**src/hdl/avt_pkg.sv**
```systemverilog
`default_nettype none

package avt_pkg;

  localparam int NUM_REGS  = 6;
  localparam int REG_IDX_W = 3;
  localparam int ADDR_W    = 6;
  localparam int COORD_W   = 32;
  localparam int REG_W     = 64;

  localparam logic [REG_IDX_W-1:0] REG_ROW0_COLS01 = 3'd0;
  localparam logic [REG_IDX_W-1:0] REG_ROW0_COLS23 = 3'd1;
  localparam logic [REG_IDX_W-1:0] REG_ROW1_COLS01 = 3'd2;
  localparam logic [REG_IDX_W-1:0] REG_ROW1_COLS23 = 3'd3;
  localparam logic [REG_IDX_W-1:0] REG_ROW2_COLS01 = 3'd4;
  localparam logic [REG_IDX_W-1:0] REG_ROW2_COLS23 = 3'd5;

  typedef logic [REG_W-1:0] reg_word_t;
  typedef logic [NUM_REGS-1:0][REG_W-1:0] cfg_regs_t;

  // Valid bits of the first three pipeline stages, used by the row units.
  typedef struct packed {
    logic s1;
    logic s2;
    logic s3;
  } stage_vld_t;

endpackage

`default_nettype wire

```
**src/hdl/avt_cfg.sv**
```systemverilog
`default_nettype none

module avt_cfg #(
  parameter int FRAC_BITS = 16
) (
  input  wire                           clk,
  input  wire                           rst,
  input  wire                           psel,
  input  wire                           penable,
  input  wire                           pwrite,
  input  wire  [avt_pkg::ADDR_W-1:0]    paddr,
  input  wire  [avt_pkg::REG_W-1:0]     pwdata,
  output logic [avt_pkg::REG_W-1:0]     prdata,
  output logic                          pready,
  output avt_pkg::cfg_regs_t            regs
);
  import avt_pkg::*;

  localparam reg_word_t ONE = REG_W'(1) << FRAC_BITS;
  localparam cfg_regs_t RESET_REGS = {ONE, REG_W'(0), REG_W'(0), ONE << 32, REG_W'(0), ONE};

  logic [REG_IDX_W-1:0] idx;
  logic                 in_range;
  logic                 wr;

  assign idx      = paddr[ADDR_W-1:3];
  assign in_range = (idx <= REG_ROW2_COLS23);
  assign wr       = psel & penable & pwrite & pready;
  assign pready   = 1'b1;

  // Diagonal coefficients reset to one, everything else to zero.
  always_ff @(posedge clk) begin
    if (rst) begin
      regs <= RESET_REGS;
    end else if (wr && in_range) begin
      regs[idx] <= pwdata;
    end
  end

  always_comb begin
    if (in_range) begin
      prdata = regs[idx];
    end else begin
      prdata = '0;
    end
  end

endmodule

`default_nettype wire

```
**config.mk**
```make
export PLATFORM = sky130hd
export DESIGN_NAME = avt_cfg
export DESIGN_NICKNAME = d
export VERILOG_FILES = /design/src/hdl/avt_pkg.sv /design/src/hdl/avt_cfg.sv
export SDC_FILE = /design/constraint.sdc
export NUM_CORES = 1
export LEC_CHECK = 0
export BUFFER_PORTS_ARGS = -buffer_cell sky130_fd_sc_hd__buf_2
export CAP_MARGIN = 20
export CORE_MARGIN = 2
export CORE_UTILIZATION = 35
export CTS_CLUSTER_SIZE = 10
export DETAILED_ROUTE_END_ITERATION = 10
export RECOVER_POWER = 50
export SYNTH_ARGS = -nofsm -noshare
export SYNTH_HDL_FRONTEND = slang
export SYNTH_SLANG_ARGS = --single-unit
```
**constraint.sdc**
```tcl
create_clock -name clk -period 2.09 [get_ports clk]
set_clock_uncertainty 0.15 [all_clocks]
set_input_delay 0.1045 -clock clk [delete_from_list [all_inputs] [get_ports clk]]
set_output_delay 0.1045 -clock clk [all_outputs]
set_load 0.03 [all_outputs]
```
Word level (Yosys, flattened, before mapping). Index checks and enable logic that the tools add are counted.

Register bits after elaboration: 384. Memories: 0. Output and inout bits: 449. Memory bits (read-only): 0. Logic and storage cells: 19. Bits in writable memories: 0. Bits in latches: 0.

Equal/unequal tests: 0. Shift-type cells: 0. $add $sub $neg: 0. Mux-type cells: 6. Multiply operators: 0. Reduce and logical (&&, ||, !) cells: 2. Bitwise operators: 2. Div/mod/pow operators: 0. $lt $le $gt $ge: 3.

Operators with widths (count): 384-bit bitwise mux (1); 64-bit binary-select mux with 3-bit select (1); 64-bit demux with 3-bit select (1); 64-bit 2-to-1 mux (3); 3-bit by 4-bit < comparator with 1-bit output (second input constant) (1); 3-bit by 1-bit greater-or-equal comparator with 1-bit output (second input constant) (1); 3-bit <= comparator (second input constant) (1); 1-bit bitwise AND (2); 1-bit logical AND (2).

Depth between registers and ports, before layout. Gate-level depths: netlist of run 1.

Depth after elaboration: 5. Gate-level depth with buffers: 7.

Worst setup path before layout of run 1. No wires, ideal clock.

Kind: in2out. Start point: in paddr[3] in the netlist's numbering. End point: out prdata[29] in the netlist's numbering. Data arrival time: 1.594 ns. Data required time: 1.836 ns. Slack: 0.242 ns. Path buffers: 3. Stages on the path: 5. Cells stage by stage: buf_2 buf_2 buf_2 mux2i_1 a221oi_1.

Cells in the longest elaborated chain, start to end: 3. Elaborated cells between the ends (all ways): 4. Classes of those cells: 1 x order compare; 3 x mux.

RTL lines: from (decl) (line avt_cfg.sv:11) `input wire [avt_pkg::ADDR_W-1:0] paddr,`; 64-bit binary-select mux with 3-bit select (line avt_cfg.sv:42) `prdata = regs[idx];`; 64-bit 2-to-1 mux (implied by the code) (line avt_cfg.sv:42); 64-bit 2-to-1 mux (*) (line avt_cfg.sv:41) `if (in_range) begin`; to (decl) (line avt_cfg.sv:13) `output logic [avt_pkg::REG_W-1:0] prdata,`.

Mark *: on every way between the ends. The rest lies on a longest branch, timed or not. The select of a mux whose other input is x is not followed.

Worst setup path in the final report of run 1.
Start point: reg regs[113] in the netlist's numbering. End point: out prdata[49] in the netlist's numbering.

Cells in the longest elaborated chain, start to end: 3.

RTL lines: from (decl) (line avt_cfg.sv:15) `output avt_pkg::cfg_regs_t regs`; from (signal, indexed assignment) (line avt_cfg.sv:36) `regs[idx] <= pwdata;`; 64-bit binary-select mux with 3-bit select (line avt_cfg.sv:42); 64-bit 2-to-1 mux (implied by the code) (line avt_cfg.sv:42); 64-bit 2-to-1 mux (line avt_cfg.sv:41).

Every way passes these cells. The select of a mux whose other input is x is not followed.

==> metrics.md, run 1 <==
| Metric | Value |
|---|---|
| Status | complete, no violations |
| Most common cell after layout, fill and taps aside | dfxtp_1 |
| Largest register by flop count | regs |
| Final period utilization | 92.7% |
| Slowest cell on the critical path | dfxtp_1 |
| Pre-CTS setup slack | -0.225 ns |
| Die Height | 231 um |
| 1st-iter DRT viols | 827 |
| Min setup slack post-route | 0.154 ns |
| Post-synth ARST share | 0% |
| Die ar. | 0.0535 sq mm |
| Port-buffer cells | 519 |
| Hold Crit Class | input port to flip-flop |
| Via count of the first global-routing pass | 15800 |
| Setup Viol. Count Final | 0 |
| Max-cap violations | 0 |
| Ranking of synthesized cells by area | dfxtp_1 (43%), mux2i_1 (21%), nand2b_1 (11%) |
| First-pass DRT Iterations | 5 |
| # DRC | 0 |
| Critical Path Fanout Max | 3 |
| CTS tree | done |
| Largest stage delay, worst path | 0.34 ns |
| Fin. max-slew vios | 0 |
| Vias per std cell | 5.18 |
| Synth Instances | 1851 |
| Yosys synthesis warning count | 0 |
| Placer congestion estimate | 0.837 |
| Kind of critical path | flip-flop to primary output |
| Power density cells | 695 mW/mm^2 |
| Synth top area share | 42.5% |
| Detailed placer's ending HPWL | 42800 um |
| Yosys cell types | 27 |
| Area Overhead vs Synth | 27.0% |
| Post-Layout Inst Area | 0.0229 sq mm |
| Post-DP Area | 0.0215 sq mm |
| Final WL | 64400 um |
| CP Capture Type | primary output |
| Post-synth EDFFs | 0 |
| Largest net degree at the start of global routing | 83 |
| Final count of hold timing violations | 0 |
| Syn nets | 1926 |
| CP cell instances | mux2_2 > nand2_1 > o221ai_1 > buf_2 |
| FP Rows | 83 |
| Root Buffer | clkbuf_16 |
| DR WL/cell | 21.0 um |
| Slew @ Worst Pin | 1.24 ns |
| WP data arrival | 1.68 ns |
| Register area share after synthesis | 42.5% |
| Die X | 231 um |
| Startpoint types | flip-flop |
| TritonCTS buffer count | 46 |
| Max Clk Rate | 0.516 GHz |
| Slew HR | 17.5% |
| Most frequent cells in the layout | dfxtp_1 (384), mux2i_1 (382), nand2b_1 (320), clkbuf_1 (306), buf_2 (219) |
| Register bit total from synthesis | 384 |
| Period minus WS final | 1.94 ns |
| Vias | 15900 |
| Total clock sinks | 384 |
| CTS clk-pin slew, worst paths | 0.06 ns |
| Starting Density | 35.3% |
| Total congestion overflow | 0 |
| Lkg Pwr | 10.3 nW |
| Synth area leader | dfxtp_1 |
| Max reg flops | 384 |
| Max clock buf depth | 3 |
| Peak supply drop | 0.496 mV |
| Synthesized area per cell | 9.76 sq um |
| I/O Pins | 524 |
| H-tree levels | 2 |
| First-pass GRT wire length | 95800 um |
| Initial antenna violation count | 5 |
| RSZ-0062 raised after global routing | no |
| Gr usage total | 23.2% |
| Layout Nets | 2447 |
| Layout Utilization | 44.8% |
| Post-synth top flop | dfxtp_1 |
| Antenna Nets Post-Route | 0 |
| WP data required | 1.84 ns |
| Top flop regs | regs (384) |
| Fillers | 5091 |
| Mapped cell area | 0.0181 sq mm |
| Clk_lat worst skew | 0.56 ns |
| CORE AREA | 0.0512 sq mm |
| Fraction of layout cells with a size suffix above 1 | 16.9% |
## through the flow
step	total power [mW]	TNS, ns	instances	hold WS, ns
floorplan	8.34	0	1851	0.116
global placement	8.79	-0.314	2939	0.247
detailed placement	8.82	-0.311	2939	0.252
CTS	16.2	0	3065	0.00961
global route	16.5	0	3065	0.0635
finish	15.9	0	3068	0.0387
## synth_stat cells, types with 2 or more instances
master / number
dfxtp_1: 384
mux2i_1: 383
nand2b_1: 324
o21ai_0: 193
nor2b_1: 127
clkbuf_1: 104
mux2_2: 64
nand2_1: 64
o221ai_1: 62
o21ai_1: 61
buf_2: 41
buf_6: 15
nor2_1: 6
buf_4: 5
a21o_1: 2
a221oi_1: 2
inv_1: 2
o32ai_1: 2
or4_1: 2
## kinds of logic (layout without fill, tap and decap cells)
group	count (synthesis)	after routing	synth area share (%)
AO/OA/AOI/OAI	322	322	10.3
buffers and inverters	167	701	4.48
flip-flops	384	384	42.5
multiplexers	447	447	25.2
other	1	4	0.0208
AND/OR/NAND/NOR	530	530	17.4
## area by class of cell
type                       instances  area, sq um  share of cell area [%]
clock inverter                     4         52.6                   0.229
multi-input combinational       1300         9630                    42.0
inverter                           2         7.51                  0.0327
sequential                       384         7690                    33.5
timing repair buffer             638         3460                    15.1
tap                              680          851                    3.71
clock buffer                      57         1240                    5.42
antenna                            3         7.51                  0.0327
## where the power goes
part	switching [mW]	leakage, nW	internal [mW]
Sequential	0.0492	3.10	7.38
Clock	2.98	0.636	4.24
Combinational	0.807	6.55	0.492
Total	3.83	10.3	12.1
## layer usage
metal	share of wire [%]	vias to the layer above	GRT usage [%]
li1	-	7430	-
met1	43	7805	29.6
met2	47	534	38.9
met3	6.0	113	4.45
met4	3.0	8	8.27
met5	0.079	-	0
## final timing paths
path	cells past startpoint	slack [ns]	to	from
worst max register to register	3	1.07	regs[173]$_SDFFE_PP0P_	regs[173]$_SDFFE_PP0P_
worst max-delay path	4	0.15	prdata[49]	regs[113]$_SDFFE_PP0P_
worst min register to register	2	0.34	regs[29]$_SDFFE_PP0P_	regs[29]$_SDFFE_PP0P_
worst min-delay path	5	0.04	regs[4]$_SDFFE_PP0P_	pwrite
## critical path: cells and delay by family, from the launching register on
| family | cells | cell delay [ns] |
|---|---|---|
| flops | 1 | 0.34 |
| mux | 1 | 0.27 |
| buf+inv | 1 | 0.25 |
| compound gates | 1 | 0.20 |
| simple gates | 1 | 0.07 |
## repair_timing
item / 4_1_cts / 5_1_grt
pin swaps: 1 / 1
hold buffers: 65 / 0
setup endpoints to repair: 2 / 2
gates cloned: 0 / 0
buffers inserted: 0 / 0
hold endpoints to repair: 384 / 0
resized for setup: 2 / 4
(Power assumes the default switching activity.)
==> inputs of run 2 (changes only) <==
--- a/config.mk
+++ b/config.mk
@@ -5,8 +5,9 @@
 export SDC_FILE = /design/constraint.sdc
 export NUM_CORES = 1
 export LEC_CHECK = 0
+export ABC_AREA = 1
 export BUFFER_PORTS_ARGS = -buffer_cell sky130_fd_sc_hd__buf_2
-export CAP_MARGIN = 20
+export CAP_MARGIN = 25
 export CORE_MARGIN = 2
 export CORE_UTILIZATION = 35
 export CTS_CLUSTER_SIZE = 10
==> run 2 against run 1 <==
  * Register-to-register slack improved by 0.12 ns
  * Utilization increased by 0.16 points
  * Critical path type unchanged
  * Clock power increased by 3.2%
  * Routed wire length increased by 17%
  * Critical endpoint is now prdata[7]
  * Maximum frequency increased by 0.19%
  * Hold slack improved by 0.025 ns
  * Via count increased by 31%
  * Global-route usage increased by 2.7 points
  * Design area increased by 4.9%
==> metrics.md, run 2 <==
| Metric | Value |
|---|---|
| Reg2reg end | regs[16]$_SDFFE_PP1P_ |
| CP Launch Point | regs[71]$_SDFFE_PP0P_ |
| TritonCTS buffer count | 46 (unchanged) |
| First-pass GRT wire length | 114000 um (+19%) |
| Die Height | 236 um (+2.1%) |
| WP data arrival | 1.68 ns (about the same) |
| Crit path depth | 7 (+3) |
| Critical Path Fanout Max | 3 (unchanged) |
| WP data required | 1.84 ns (about the same) |
| Largest net degree at the start of global routing | 69 (-17%) |
| Mapped cell area | 0.0188 sq mm (+4.3%) |
| Slew HR | 23.4% (+5.9 points) |
| Final period utilization | 92.5% (-0.17 points) |
| # diodes | 0 (-3) |
| CTS tree | done |
| Register area share after synthesis | 40.8% (-1.8 points) |
| CTS clk-pin slew, worst paths | 0.06 ns (about the same) |
| Worst R2R Path Depth | 2 (-1) |
| PostCTS Resize Cnt | 0 (-2) |
| First-pass DRT Iterations | 7 (+2) |
| Largest delay contributor family on the critical path | flip-flops |
| Startpoint types | flip-flop |
| H-tree levels | 2 (unchanged) |
| Detailed placer's ending HPWL | 50100 um (+17%) |
| CORE AREA | 0.0535 sq mm (+4.5%) |
| R2R Path Start | regs[16]$_SDFFE_PP1P_ |
| Vias | 20800 (+31%) |
| Max clock buf depth | 3 (unchanged) |
| Critical path buffers and inverters | 2 (+1) |
| 1st-iter DRT viols | 1525 (+84%) |
| Register bit total from synthesis | 384 (unchanged) |
| Clk_lat worst skew | 0.57 ns (about the same) |
| Max reg flops | 384 (unchanged) |
| Synth Instances | 2987 (+61%) |
| Largest register by flop count | regs |
| Die X | 236 um (+2.1%) |
| Overall power | 17.2 mW (+8.1%) |
| Max Clk Rate | 0.517 GHz (+0.19%) |
| R2R Setup Slk | 1.19 ns (+0.12 ns) |
| Hold Crit Class | input port to flip-flop |
| Final count of hold timing violations | 0 (unchanged) |
| CP endpoint | prdata[7] |
| FP Rows | 85 (+2.4%) |
| Lkg Pwr | 11.6 nW (+13%) |
| I/O Pins | 524 (unchanged) |
| Post-synth EDFFs | 0 (unchanged) |
| Max-cap violations | 0 (unchanged) |
| DR WL/cell | 18.0 um (-14%) |
| Peak supply drop | 0.529 mV (+6.6%) |
| Gr usage total | 25.9% (+2.7 points) |
| Slew @ Worst Pin | 1.15 ns (-0.0883 ns) |
| Area Overhead vs Synth | 27.6% |
| Final WL | 75500 um (+17%) |
| Most frequent cells in the layout | nand2_1 (957), nor2_1 (687), buf_2 (446), dfxtp_1 (384), inv_1 (157) |
| Final TNS setup | 0 ns (unchanged) |
| Root Buffer | clkbuf_16 |
| Post-synth top cells | nand2_1 (957), nor2_1 (686), dfxtp_1 (384) |
| Synthesized area per cell | 6.31 sq um (-35%) |
| CP Capture Type | primary output |
| Power density cells | 716 mW/mm^2 (+3.1%) |
| Top-count cell post-synth | nand2_1 |
| # DRC | 0 (unchanged) |
| Setup Viol. Count Final | 0 (unchanged) |
| Synth area leader | dfxtp_1 |
| Slowest cell on the critical path | dfxtp_1 |
| Total clock sinks | 384 (unchanged) |
| Starting Density | 35.2% (-0.058 points) |
| Die ar. | 0.0557 sq mm (+4.2%) |
| Fraction of layout cells with a size suffix above 1 | 17.3% (+0.40 points) |
| Port-buffer cells | 519 (unchanged) |
| Ranking of synthesized cells by area | dfxtp_1 (41%), nand2_1 (19%), nor2_1 (14%) |
| Initial antenna violation count | 1 (-4) |
| RSZ-0062 raised after global routing | no |
| Placer congestion estimate | 0.875 (+4.5%) |
| Antenna Nets Post-Route | 0 (unchanged) |
| Post-synth top flop | dfxtp_1 |
| Top flop regs | regs (384) |
| Period minus WS final | 1.93 ns (-0.00359 ns) |
| Fin. max-slew vios | 0 (unchanged) |
| Synth top area share | 40.8% (-1.8 points) |
| Status | complete, no violations |
| Syn nets | 3062 (+59%) |
| Via count of the first global-routing pass | 18600 (+18%) |
| Vias per std cell | 4.95 (-4.4%) |
| Yosys cell types | 25 (-7.4%) |
| Critical Path Most Common Cell | nand2_1 |
| Total congestion overflow | 0 (unchanged) |
| CP cell instances | inv_1 > nand2_1 > nand2_1 > nand2_1 > nand2_1 > a21oi_1 > buf_2 |
| Layout Nets | 3556 (+45%) |
| Largest stage delay, worst path | 0.36 ns (+0.02 ns) |
| Most common cell after layout, fill and taps aside | nand2_1 |
| Post-synth ARST share | 0% (unchanged) |
| Yosys synthesis warning count | 0 (unchanged) |
| Kind of critical path | flip-flop to primary output |
[run 2: cell types whose count changed in the layout (fill, tap and decap cells not counted), moves of 147 or more]
cell and change:
buf_2 +227, clkbuf_1 -215, inv_1 +155, mux2i_1 -382, nand2_1 +893, nand2b_1 -320
nand3b_1 +147, nor2_1 +682
[run 2: cell families after synthesis]
| family | count (synthesis) | synth area share [%] |
|---|---|---|
| other | 1 | 0.0199 |
| buffers and inverters | 382 | 8.73 |
| AOI/OAI and AO/OA | 160 | 4.25 |
| DFF | 384 | 40.8 |
| and+or+nand+nor | 2060 | 46.2 |
[run 2: worst reg2reg max path, cell delays in order (launching register included)]
cell	delay, ns
dfxtp_1	0.44
o21ai_0	0.14
nand3_1	0.10
[run 2: stage by stage]
| step | cell area [sq um] | setup WS (ns) | hold slack (ns) | cells | util [%] |
|---|---|---|---|---|---|
| floorplan | 18800 | 0.372 | 0.0807 | 2987 | - |
| global placement | 22500 | 0.262 | 0.226 | 4063 | 42.0 |
| detailed placement | 22500 | 0.243 | 0.231 | 4063 | 42.0 |
| CTS | 24400 | 0.108 | 0.0376 | 4194 | 45.7 |
| global route | 24100 | 0.0316 | 0.0747 | 4194 | 45.0 |
| finish | 24100 | 0.157 | 0.0639 | 4194 | 45.0 |
[run 2: how the worst min path moves through the flow]
stage,start,end,slack (ns),depth (start not counted)
floorplan,pwdata[48],regs[176]$_SDFFE_PP1P_,0.08,2
global placement,pwdata[39],regs[359]$_SDFFE_PP0P_,0.23,3
detailed placement,pwdata[26],regs[346]$_SDFFE_PP0P_,0.23,3
CTS,paddr[3],regs[217]$_SDFFE_PP0P_,0.04,5
global route,paddr[3],regs[217]$_SDFFE_PP0P_,0.07,5
finish,paddr[3],regs[217]$_SDFFE_PP0P_,0.06,5
[run 2: layout make-up]
| type | instances | area, sq um |
|---|---|---|
| clock buffer | 62 | 1270 |
| inverter | 162 | 621 |
| clock inverter | 3 | 43.8 |
| sequential | 384 | 7690 |
| timing repair buffer | 666 | 4020 |
| multi-input combinational | 2221 | 9540 |
| tap | 696 | 871 |
| fill | 5675 | 29400 |
[run 2: per-layer routing]
metal	vias to the layer above	share of wire [%]	wire, um	global-route usage (%)
met4	2	2.4	1780	6.93
met2	846	46	34400	42.3
met5	-	0.017	13	0
met1	9584	44	33200	34.7
li1	10200	-	-	-
met3	131	8.0	6050	5.25
[run 2: what timing repair did]
item,4_1_cts,5_1_grt
setup endpoints to repair,0,0
endpoints found under the hold margin,384,0
setup buffers,0,0
hold buffers,66,0
[run 2: where the power goes]
group / total (mW) / internal (mW) / switching [mW]
Clock: 7.45 / 4.30 / 3.14
Sequential: 7.50 / 7.42 / 0.0821
Combinational: 2.29 / 0.695 / 1.59
Total: 17.2 / 12.4 / 4.82
